### src/prp_pkg.sv
// ----------------------------------------------------------------------------
// prp_pkg: shared types and constants for the path reference projection block
// Request/response payloads, path entry layout, widths and state encodings.
// ----------------------------------------------------------------------------
`default_nettype none

package prp_pkg;

   localparam int MAX_POINTS = 1024;
   localparam int COORD_BITS = 32;
   localparam int HEAD_W     = 16;
   localparam int IDX_W      = 10;
   localparam int LEN_W      = 11;
   localparam int ADDR_W     = $clog2(MAX_POINTS);

   // arithmetic widths
   localparam int DIFF_W = COORD_BITS + 1;       // coordinate difference
   localparam int SQR_W  = 2 * DIFF_W - 1;       // square of a difference magnitude
   localparam int SQ_W   = 2 * DIFF_W;           // sum of two squares, dot magnitude
   localparam int DOT_W  = SQ_W + 1;             // signed dot product
   localparam int PROD_W = SQ_W + DIFF_W;        // |dot| * |axis|
   localparam int NUM_W  = PROD_W + 1;           // 2*prod + den
   localparam int DEN2_W = SQ_W + 1;             // 2*den
   localparam int REM_W  = DEN2_W + 1;
   localparam int CNT_W  = $clog2(NUM_W + 1);
   localparam int SUM_W  = COORD_BITS + 2;       // nearest + offset before saturation

   typedef enum logic {
      OP_WRITE = 1'b0,
      OP_QUERY = 1'b1
   } opcode_type;

   typedef struct packed {
      opcode_type                    opcode;
      logic [IDX_W-1:0]              point_index;
      logic signed [COORD_BITS-1:0]  pos_x;
      logic signed [COORD_BITS-1:0]  pos_y;
      logic signed [HEAD_W-1:0]      point_heading;
   } req_type;

   typedef struct packed {
      logic signed [COORD_BITS-1:0]  ref_x;
      logic signed [COORD_BITS-1:0]  ref_y;
      logic signed [HEAD_W-1:0]      ref_heading;
      logic [IDX_W-1:0]              nearest_index;
      logic                          degenerate_segment;
   } rsp_type;

   typedef struct packed {
      logic signed [COORD_BITS-1:0]  x;
      logic signed [COORD_BITS-1:0]  y;
      logic signed [HEAD_W-1:0]      h;
   } entry_type;

   typedef enum logic [3:0] {
      ST_IDLE,
      ST_SCAN,
      ST_FETCH,
      ST_NEAR,
      ST_DIFF,
      ST_PROD,
      ST_DOT,
      ST_CHECK,
      ST_AXIS_X,
      ST_AXIS_Y,
      ST_DONE
   } state_type;

   typedef enum logic [1:0] {
      MD_IDLE,
      MD_MUL,
      MD_DIV
   } md_state_type;

endpackage

`default_nettype wire

### src/prp_muldiv.sv
// ----------------------------------------------------------------------------
// prp_muldiv: sequential rounded scaling unit
// Computes min(round(a * b / den), 2^COORD_BITS) by shift-add multiply and
// restoring division, one bit per cycle.
// ----------------------------------------------------------------------------
`default_nettype none

module prp_muldiv (
   input  wire                         clock,
   input  wire                         reset,
   input  wire                         start,
   input  wire [prp_pkg::SQ_W-1:0]     mag_a,
   input  wire [prp_pkg::DIFF_W-1:0]   mag_b,
   input  wire [prp_pkg::SQ_W-1:0]     den,
   output logic                        done,
   output logic [prp_pkg::DIFF_W-1:0]  quot
);
   import prp_pkg::*;

   md_state_type         state_ff, state_in;
   logic [CNT_W-1:0]     cnt_ff, cnt_in;
   logic                 done_ff, done_in;
   logic [PROD_W-1:0]    acc_ff, acc_in;
   logic [PROD_W-1:0]    mcand_ff, mcand_in;
   logic [DIFF_W-1:0]    mplier_ff, mplier_in;
   logic [NUM_W-1:0]     num_ff, num_in;
   logic [NUM_W-1:0]     quo_ff, quo_in;
   logic [REM_W-1:0]     rem_ff, rem_in;
   logic [DEN2_W-1:0]    den2_ff, den2_in;
   logic [REM_W-1:0]     rem_sh;
   logic                 q_sat;

   always_ff @(posedge clock) begin
      if (reset) begin
         state_ff <= MD_IDLE;
         cnt_ff   <= '0;
         done_ff  <= 1'b0;
      end else begin
         state_ff <= state_in;
         cnt_ff   <= cnt_in;
         done_ff  <= done_in;
      end
      acc_ff    <= acc_in;
      mcand_ff  <= mcand_in;
      mplier_ff <= mplier_in;
      num_ff    <= num_in;
      quo_ff    <= quo_in;
      rem_ff    <= rem_in;
      den2_ff   <= den2_in;
   end

   always_comb begin
      state_in  = state_ff;
      cnt_in    = cnt_ff;
      done_in   = 1'b0;
      acc_in    = acc_ff;
      mcand_in  = mcand_ff;
      mplier_in = mplier_ff;
      num_in    = num_ff;
      quo_in    = quo_ff;
      rem_in    = rem_ff;
      den2_in   = den2_ff;
      rem_sh    = {rem_ff[REM_W-2:0], num_ff[NUM_W-1]};
      unique case (state_ff)
         MD_IDLE: begin
            if (start) begin
               acc_in    = '0;
               mcand_in  = PROD_W'(mag_a);
               mplier_in = mag_b;
               den2_in   = {den, 1'b0};
               cnt_in    = '0;
               state_in  = MD_MUL;
            end
         end
         MD_MUL: begin
            if (mplier_ff[0])
               acc_in = acc_ff + mcand_ff;
            mcand_in  = {mcand_ff[PROD_W-2:0], 1'b0};
            mplier_in = mplier_ff >> 1;
            cnt_in    = cnt_ff + 1'b1;
            if (cnt_ff == CNT_W'(DIFF_W - 1)) begin
               // final partial product folded in here; 2*prod + den feeds the divider
               num_in   = {acc_in, 1'b0} + NUM_W'(den2_ff[DEN2_W-1:1]);
               rem_in   = '0;
               quo_in   = '0;
               cnt_in   = '0;
               state_in = MD_DIV;
            end
         end
         MD_DIV: begin
            num_in = {num_ff[NUM_W-2:0], 1'b0};
            if (rem_sh >= REM_W'(den2_ff)) begin
               rem_in = rem_sh - REM_W'(den2_ff);
               quo_in = {quo_ff[NUM_W-2:0], 1'b1};
            end else begin
               rem_in = rem_sh;
               quo_in = {quo_ff[NUM_W-2:0], 1'b0};
            end
            cnt_in = cnt_ff + 1'b1;
            if (cnt_ff == CNT_W'(NUM_W - 1)) begin
               done_in  = 1'b1;
               state_in = MD_IDLE;
            end
         end
         default: state_in = MD_IDLE;
      endcase
   end

   // clamp to 2^COORD_BITS
   assign q_sat = (|quo_ff[NUM_W-1:DIFF_W]) ||
                  (quo_ff[DIFF_W-1] && (|quo_ff[DIFF_W-2:0]));
   assign quot  = q_sat ? {1'b1, {(DIFF_W-1){1'b0}}} : quo_ff[DIFF_W-1:0];
   assign done  = done_ff;

endmodule

`default_nettype wire

### config.mk
export PLATFORM = sky130hd
export DESIGN_NAME = prp_muldiv
export DESIGN_NICKNAME = d
export VERILOG_FILES = /design/src/prp_pkg.sv /design/src/prp_muldiv.sv
export SDC_FILE = /design/constraint.sdc
export NUM_CORES = 1
export LEC_CHECK = 0
export BUFFER_PORTS_ARGS = -buffer_cell sky130_fd_sc_hd__clkbuf_2
export CAP_MARGIN = 20
export CORE_MARGIN = 2
export CORE_UTILIZATION = 50
export CTS_CLUSTER_SIZE = 20
export DETAILED_ROUTE_END_ITERATION = 16
export PLACE_DENSITY = 0.67
export SLEW_MARGIN = 20
export SYNTH_ARGS = -nofsm -noshare
export SYNTH_HDL_FRONTEND = slang
export SYNTH_SLANG_ARGS = --single-unit
### constraint.sdc
create_clock -name clock -period 36.1 [get_ports clock]
set_clock_uncertainty 0.15 [all_clocks]
set_input_delay 9.025 -clock clock [delete_from_list [all_inputs] [get_ports clock]]
set_output_delay 9.025 -clock clock [all_outputs]
set_load 0.005 [all_outputs]
==> impl_results.md, run 1 <==
- Die area: ~81000 sq um
- Mapped cell area: a little under 40000 sq um
- Clock-pin slew on the worst setup and hold paths: about 0.060 ns
- Syn nets: around 4400
- Number of synthesized flops with an enable pin: 564
- Final setup viols: 0
- Avg Cell Area, Syn: between 9 and 10 sq um
- Core footprint: approximately 78000 sq um
- GRT overflow: 0
- Hold crit path type: reg -> reg
- Via Count: about 31000
- CP arrival: approximately 3 ns
- Latest clock arrival within the worst-skew pair: ~0.63 ns
- Worst Reg2Reg Path Length in Cells: 21
- Crit path from: quo_ff[96]$_SDFFCE_PN0P_
- Placed standard-cell area: roughly 41000 sq um
- Status: completed
- Final GP Congestion: slightly below 1
- Iteration-0 DRC Markers: ~3000
- Synthesis warning total: 0
- Antenna Diode Count: 0
- Total GRT Usage: between 20% and 30%
- Clock Tree Root: clkbuf_16
- WS Path Type: reg -> out
- Setup crit end: quot[20]
- First-pass DRT Iterations: 6
- Initial antenna violation count: 0
- Final wirelength: approximately 100 mm
- Register area share after synthesis: a little over two fifths
- CTS tree: built
- Slew Viols, Final: 0
- Setup TNS: 0 ns
- CTS Hold Bufs: 0
- R2R Setup Slk: 28.10 ns
- Die height: about 280 um
- Worst EP required: between 20 and 30 ns
- First-pass GRT wire length: roughly 160 mm
- Post-DP HPWL: roughly 77 mm
- Area delta synth->final: 10.0%
- Tcrit/Tclk final: approximately 33%
- Clk buf depth: 3
- Initial Utilization: between 50% and 60%
- Number of port buffers: between 200 and 250
- Htree depth: 3
- Max Cap Viol: 0
- Post-synthesis register bit count: 574
- Resize count post-CTS: 0
- Post-DR wirelength/cell: around 20 um
- Setup repair bufs after CTS: 0
- Post-route ant nets: 0
- Least-Margin Pin Slew: 1.10 ns
- Cell Rows: ~100
- Worst-path maximum fanout: 32
- Share of cells above drive strength 1: a little over an eighth
- IO Pins: around 200
- Largest net degree at the start of global routing: about 140
- Post-layout nets: 4514
- Cell area after layout: ~43000 sq um
- F_max: 82.7 MHz
- Worst r2r src: mcand_ff[16]$_DFFE_PP_
- RSZ-0062 raised after global routing: false
- Top FF cell, synth: edfxtp_1
- Avg Vias per Cell: just under 6
- Relative slew slack: 27.0%
- Post-route minimum period: around 12 ns
- Final hold viol count: 0
- Count of cell types in the netlist: 102
- Clk sinks: 574
- CP Capture Type: output port
- Drt drc: 0
- Post-synth ARST share: 0%
- Worst setup SP type: flip-flop
- Post-synthesis cell count: 4039
- Reg2reg end: num_ff[96]$_DFFE_PP_
- Vias in the first global route: slightly below 30000
- Die width: 285 um
- CTS buffer count: 66
critical path, stage by stage (launching register included):
cell	delay [ns]
edfxtp_1	0.38
nor4_1	0.34
nand4_1	0.16
nor3_1	0.27
nand4_1	0.19
nor2_2	0.63
and2_1	0.23
clkbuf_2	0.11
metrics by stage:
step | std cells | utilization [%] | worst slack, ns | hold WS, ns
after floorplan | 4039 | - | 18.77 | 0.321
after global placement | 5090 | 52.4 | 24.40 | 0.340
after detailed placement | 5090 | 52.4 | 24.27 | 0.348
after CTS | 5207 | 55.3 | 23.60 | 0.359
after global routing | 5207 | 55.3 | 23.62 | 0.391
final | 5207 | 55.3 | 24.01 | 0.361
cell usage after synthesis (all sizes together), types with 11 or more instances:
cell / number / area share, %
xnor2: 124 / 2.8
or2: 16 / 0.25
o21ai: 282 / 3.6
nand3: 68 / 0.86
nor3: 59 / 0.76
edfxtp: 564 / 43
a21oi: 332 / 4.2
a211oi: 39 / 0.81
or3: 15 / 0.24
buf: 40 / 0.48
a21boi: 14 / 0.27
a31oi: 26 / 0.41
nor4: 46 / 0.76
and2: 256 / 4.1
nand2b: 19 / 0.30
mux2: 159 / 4.5
o21bai: 44 / 0.84
o31ai: 18 / 0.34
o211ai: 23 / 0.45
clkbuf: 185 / 1.8
and3: 18 / 0.29
a221oi: 15 / 0.35
xor2: 96 / 2.1
nand2: 356 / 3.4
nor2b: 22 / 0.35
ha: 235 / 7.5
o21a: 34 / 0.65
mux2i: 57 / 1.4
inv: 139 / 1.3
o211a: 11 / 0.30
a21o: 130 / 2.5
nand4: 114 / 1.8
nor2: 305 / 2.9
sequential cells by signal (all words and copies together) (netlist names):
signal	flops
quo_ff	100
num_ff	100
acc_ff	99
den2_ff	66
done	1
mplier_ff	33
state_ff	2
cnt_ff	7
rem_ff	67
mcand_ff	99
per-layer routing:
metal	global-route usage (%)	vias up	wire, um
met5	0	-	0
met4	8.16	0	3090
met3	2.48	171	5220
met2	38.9	901	45600
met1	35.6	14600	48100
li1	-	15100	-
how the worst min path moves through the flow:
stage                                      start                      to  slack, ns  cells after the start
final                     cnt_ff[6]$_SDFFE_PP0P_  cnt_ff[6]$_SDFFE_PP0P_       0.36                      2
after global placement    cnt_ff[6]$_SDFFE_PP0P_  cnt_ff[6]$_SDFFE_PP0P_       0.34                      2
after global routing        num_ff[20]$_DFFE_PP_    num_ff[21]$_DFFE_PP_       0.39                      2
after CTS                 cnt_ff[6]$_SDFFE_PP0P_  cnt_ff[6]$_SDFFE_PP0P_       0.36                      2
after floorplan           cnt_ff[6]$_SDFFE_PP0P_  cnt_ff[6]$_SDFFE_PP0P_       0.32                      2
after detailed placement  cnt_ff[6]$_SDFFE_PP0P_  cnt_ff[6]$_SDFFE_PP0P_       0.35                      2
cells in the final DEF (no fill, tap or decap), types with 13 or more instances in the layout:
master,instances
o21bai_1,43
nand2b_1,19
inv_1,138
a31oi_1,26
ha_1,233
a211oi_1,35
xor2_1,96
nor3_1,58
o21a_1,34
o21ai_1,17
mux2i_1,57
buf_4,24
and3_1,18
o211ai_1,22
a21o_1,130
mux2_2,159
nor4_1,44
nand4_1,112
a21boi_0,13
a221oi_1,14
xnor2_1,124
nor2_1,303
clkbuf_16,69
and2_1,255
edfxtp_1,564
o31ai_1,18
o21ai_0,264
a21oi_1,330
or2_2,16
nand2_1,355
clkbuf_2,201
nor2b_1,22
nand3_1,68
or3_1,15
final cells by class:
type                            count  area, sq um
Timing Repair Buffer              226         1200
Clock buffer                       76         1750
Tap cell                         1050         1310
Multi-Input combinational cell   3100        21000
Sequential cell                   574        17100
Clock inverter                     41          517
Fill cell                        6969        35100
Inverter                          140          526
cells by family after synthesis:
| kind of cell | Yosys count | synth area share (%) |
|---|---|---|
| multiplexers | 216 | 5.99 |
| XOR/XNOR | 220 | 4.88 |
| flip-flops | 574 | 43.4 |
| adder cells (fa/ha/maj) | 238 | 7.61 |
| AO/OA/AOI/OAI | 1072 | 17.0 |
| buffers and inverters | 365 | 3.57 |
| AND/OR/NAND/NOR | 1354 | 17.5 |
Power of run 1 is left out: the tool's default activity adds up to more than one toggle a clock period on the data nets, which glitch-free logic cannot reach.
==> inputs of run 2 (changes only) <==
==> constraint.sdc (replaced) <==
create_clock -name clock -period 11.8 [get_ports clock]
set_clock_uncertainty 0.15 [all_clocks]
set_input_delay 2.95 -clock clock [delete_from_list [all_inputs] [get_ports clock]]
set_output_delay 2.95 -clock clock [all_outputs]
set_load 0.005 [all_outputs]
==> impl_results.md, run 2 (synthesis gave the netlist of run 1 again) <==
- Status: completed
- Die width: 285 um (unchanged)
- Initial Utilization: 50.3% (unchanged)
- Worst Min Path Start: cnt_ff[6]$_SDFFE_PP0P_
- Clk sinks: 574 (unchanged)
- Avg Vias per Cell: 5.95 (+0.78%)
- Number of port buffers: 201 (unchanged)
- Setup repair bufs after CTS: 0 (unchanged)
- RSZ-0062 raised after global routing: false
- WL met3: 5.82 mm (+11%)
- Post-DP HPWL: 78.9 mm (+2.9%)
- Latest clock arrival within the worst-skew pair: 0.62 ns (about the same)
- GRT overflow: 0 (unchanged)
- CP Capture Type: flip-flop
- Post-route minimum period: between 7 and 8 ns
- Cell Rows: 103 (unchanged)
- Hold depth: 2 (unchanged)
- Post-route ant nets: 0 (unchanged)
- Worst setup SP type: flip-flop
- Iteration-0 DRC Markers: 3043 (+2.7%)
- IO Pins: 202 (unchanged)
- Final hold viol count: 0 (unchanged)
- First-pass DRT Iterations: 6 (unchanged)
- Share of cells above drive strength 1: 13.2% (about the same)
- Clock-pin slew on the worst setup and hold paths: 0.06 ns (about the same)
- CTS buffer count: 67 (+1.5%)
- Metal1 wirelength: 49.2 mm (+2.3%)
- Worst-path maximum fanout: 9 (-72%)
- Clk buf depth: 3 (unchanged)
- WS Path Type: reg -> reg
- Least-Margin Pin Slew: 1.00 ns (-0.0937 ns)
- Post-layout nets: 4513 (-0.022%)
- Worst EP required: 11.97 ns (-14.95 ns)
- Final GP Congestion: 0.954 (-2.2%)
- Total GRT Usage: 25.5% (+0.82 points)
- Setup TNS: 0 ns (unchanged)
- Met2 WL post-DR: 47.5 mm (+4.2%)
- Resize count post-CTS: 0 (unchanged)
- Slew Viols, Final: 0 (unchanged)
- First-pass GRT wire length: 165 mm (+2.7%)
- Area delta synth->final: 10.0% (about the same)
- Core footprint: 78500 sq um (unchanged)
- Hold crit path type: reg -> reg
- Largest net degree at the start of global routing: 159 (+15%)
- CTS Hold Bufs: 0 (unchanged)
- Initial antenna violation count: 3 (+3)
- F_max: between 100 and 150 MHz
- CP arrival: 7.41 ns (+4.49 ns)
- Max Cap Viol: 0 (unchanged)
- Final setup viols: 0 (unchanged)
- Die area: 81200 sq um (unchanged)
- Min-Delay Endpoint: cnt_ff[6]$_SDFFE_PP0P_
- Fill count: 7012 (+0.62%)
- CTS tree: built
- Reg2reg end: num_ff[97]$_DFFE_PP_
- Drt drc: 0 (unchanged)
- Worst Reg2Reg Path Length in Cells: 23 (+9.5%)
- Top Layer Used: met4
- Most frequent cells in the layout: edfxtp_1 (564), nand2_1 (355), a21oi_1 (330)
- Post-DR wirelength/cell: 20.3 um (+3.5%)
- Biggest regs: num_ff (100), quo_ff (100)
- Final wirelength: 106 mm (+3.6%)
- Worst r2r src: acc_ff[0]$_SDFFCE_PN0P_
- Relative slew slack: 31.5% (+4.5 points)
- Htree depth: 3 (unchanged)
- Via Count: 31000 (+0.88%)
- Most common cell after layout, fill and taps aside: edfxtp_1
- Clock Tree Root: clkbuf_16
- R2R Setup Slk: 4.56 ns (-23.54 ns)
- Die height: 285 um (unchanged)
- Tcrit/Tclk final: 61.3%
- Vias in the first global route: 29300 (+0.49%)
-- run 2: changes by cell type in the layout (fill, tap and decap cells not counted) --
cell       change
clkbuf_8       +1
diode_2        +1
clkbuf_16      +1
clkinv_8       -1
clkinv_4       -1
buf_4          -3
clkbuf_1       +4
bufinv_16      -3
clkinv_2       +3
clkinv_1       -1
buf_6          -1
buf_12         +2
inv_6          +3
-- run 2: per-layer routing --
| layer | global-route usage [%] | vias up |
|---|---|---|
| met2 | 40.0 | 934 |
| li1 | - | 15100 |
| met1 | 36.8 | 14800 |
| met3 | 2.71 | 161 |
| met5 | 0 | - |
| met4 | 8.42 | 0 |
-- run 2: how the worst max path moves through the flow --
stage | start | endpoint | slack, ns | depth (start not counted)
3_3_place_gp | acc_ff[14]$_SDFFCE_PN0P_ | num_ff[97]$_DFFE_PP_ | 4.82 | 23
4_1_cts | acc_ff[0]$_SDFFCE_PN0P_ | num_ff[97]$_DFFE_PP_ | 4.69 | 23
6_report | acc_ff[0]$_SDFFCE_PN0P_ | num_ff[97]$_DFFE_PP_ | 4.56 | 23
3_5_place_dp | acc_ff[0]$_SDFFCE_PN0P_ | num_ff[97]$_DFFE_PP_ | 4.74 | 23
5_1_grt | acc_ff[18]$_SDFFCE_PN0P_ | num_ff[97]$_DFFE_PP_ | 4.04 | 23
2_1_floorplan | state_ff[1]$_SDFFE_PP0P_ | num_ff[0]$_SDFFCE_PP0P_ | 2.57 | 4
-- run 2: area by class of cell --
type | count | area (sq um) | area share, %
Timing Repair Buffer | 224 | 1200 | 2.77
Inverter | 140 | 526 | 1.21
Multi-Input combinational cell | 3100 | 21000 | 48.3
Clock buffer | 82 | 1810 | 4.16
Tap cell | 1050 | 1310 | 3.03
Clock inverter | 41 | 439 | 1.01
Sequential cell | 574 | 17100 | 39.5
Antenna cell | 1 | 2.50 | 0.00577
-- run 2: per-stage QoR --
stage / hold slack (ns) / cell area, sq um / setup WS (ns) / utilization, % / instances
after CTS: 0.357 / 43400 / 4.69 / 55.3 / 5211
after global routing: 0.387 / 43400 / 4.04 / 55.3 / 5211
after global placement: 0.336 / 41100 / 4.82 / 52.4 / 5088
final: 0.361 / 43400 / 4.56 / 55.3 / 5212
after detailed placement: 0.349 / 41100 / 4.74 / 52.4 / 5088
after floorplan: 0.321 / 39500 / 2.57 / - / 4039
-- run 2: critical path: stages (launching register included) --
cell       delay, ns
edfxtp_1        0.39
ha_1            0.26
fa_1            0.45
a211oi_1        0.26
o21ai_1         0.18
a41oi_1         0.43
o21bai_1        0.13
a21o_1          0.26
a21oi_1         0.24
xnor2_1         0.09
mux2_2          0.29
ha_1            0.45
nand4_1         0.16
nor2_1          0.16
nand2_1         0.06
o31ai_1         0.59
a221o_1         0.43
nand4bb_1       0.15
a21boi_0        0.30
o211a_1         0.41
and4_1          0.48
nor4b_2         0.30
mux2i_1         0.21
a21oi_1         0.05
Power of run 2 is left out for the same reason.
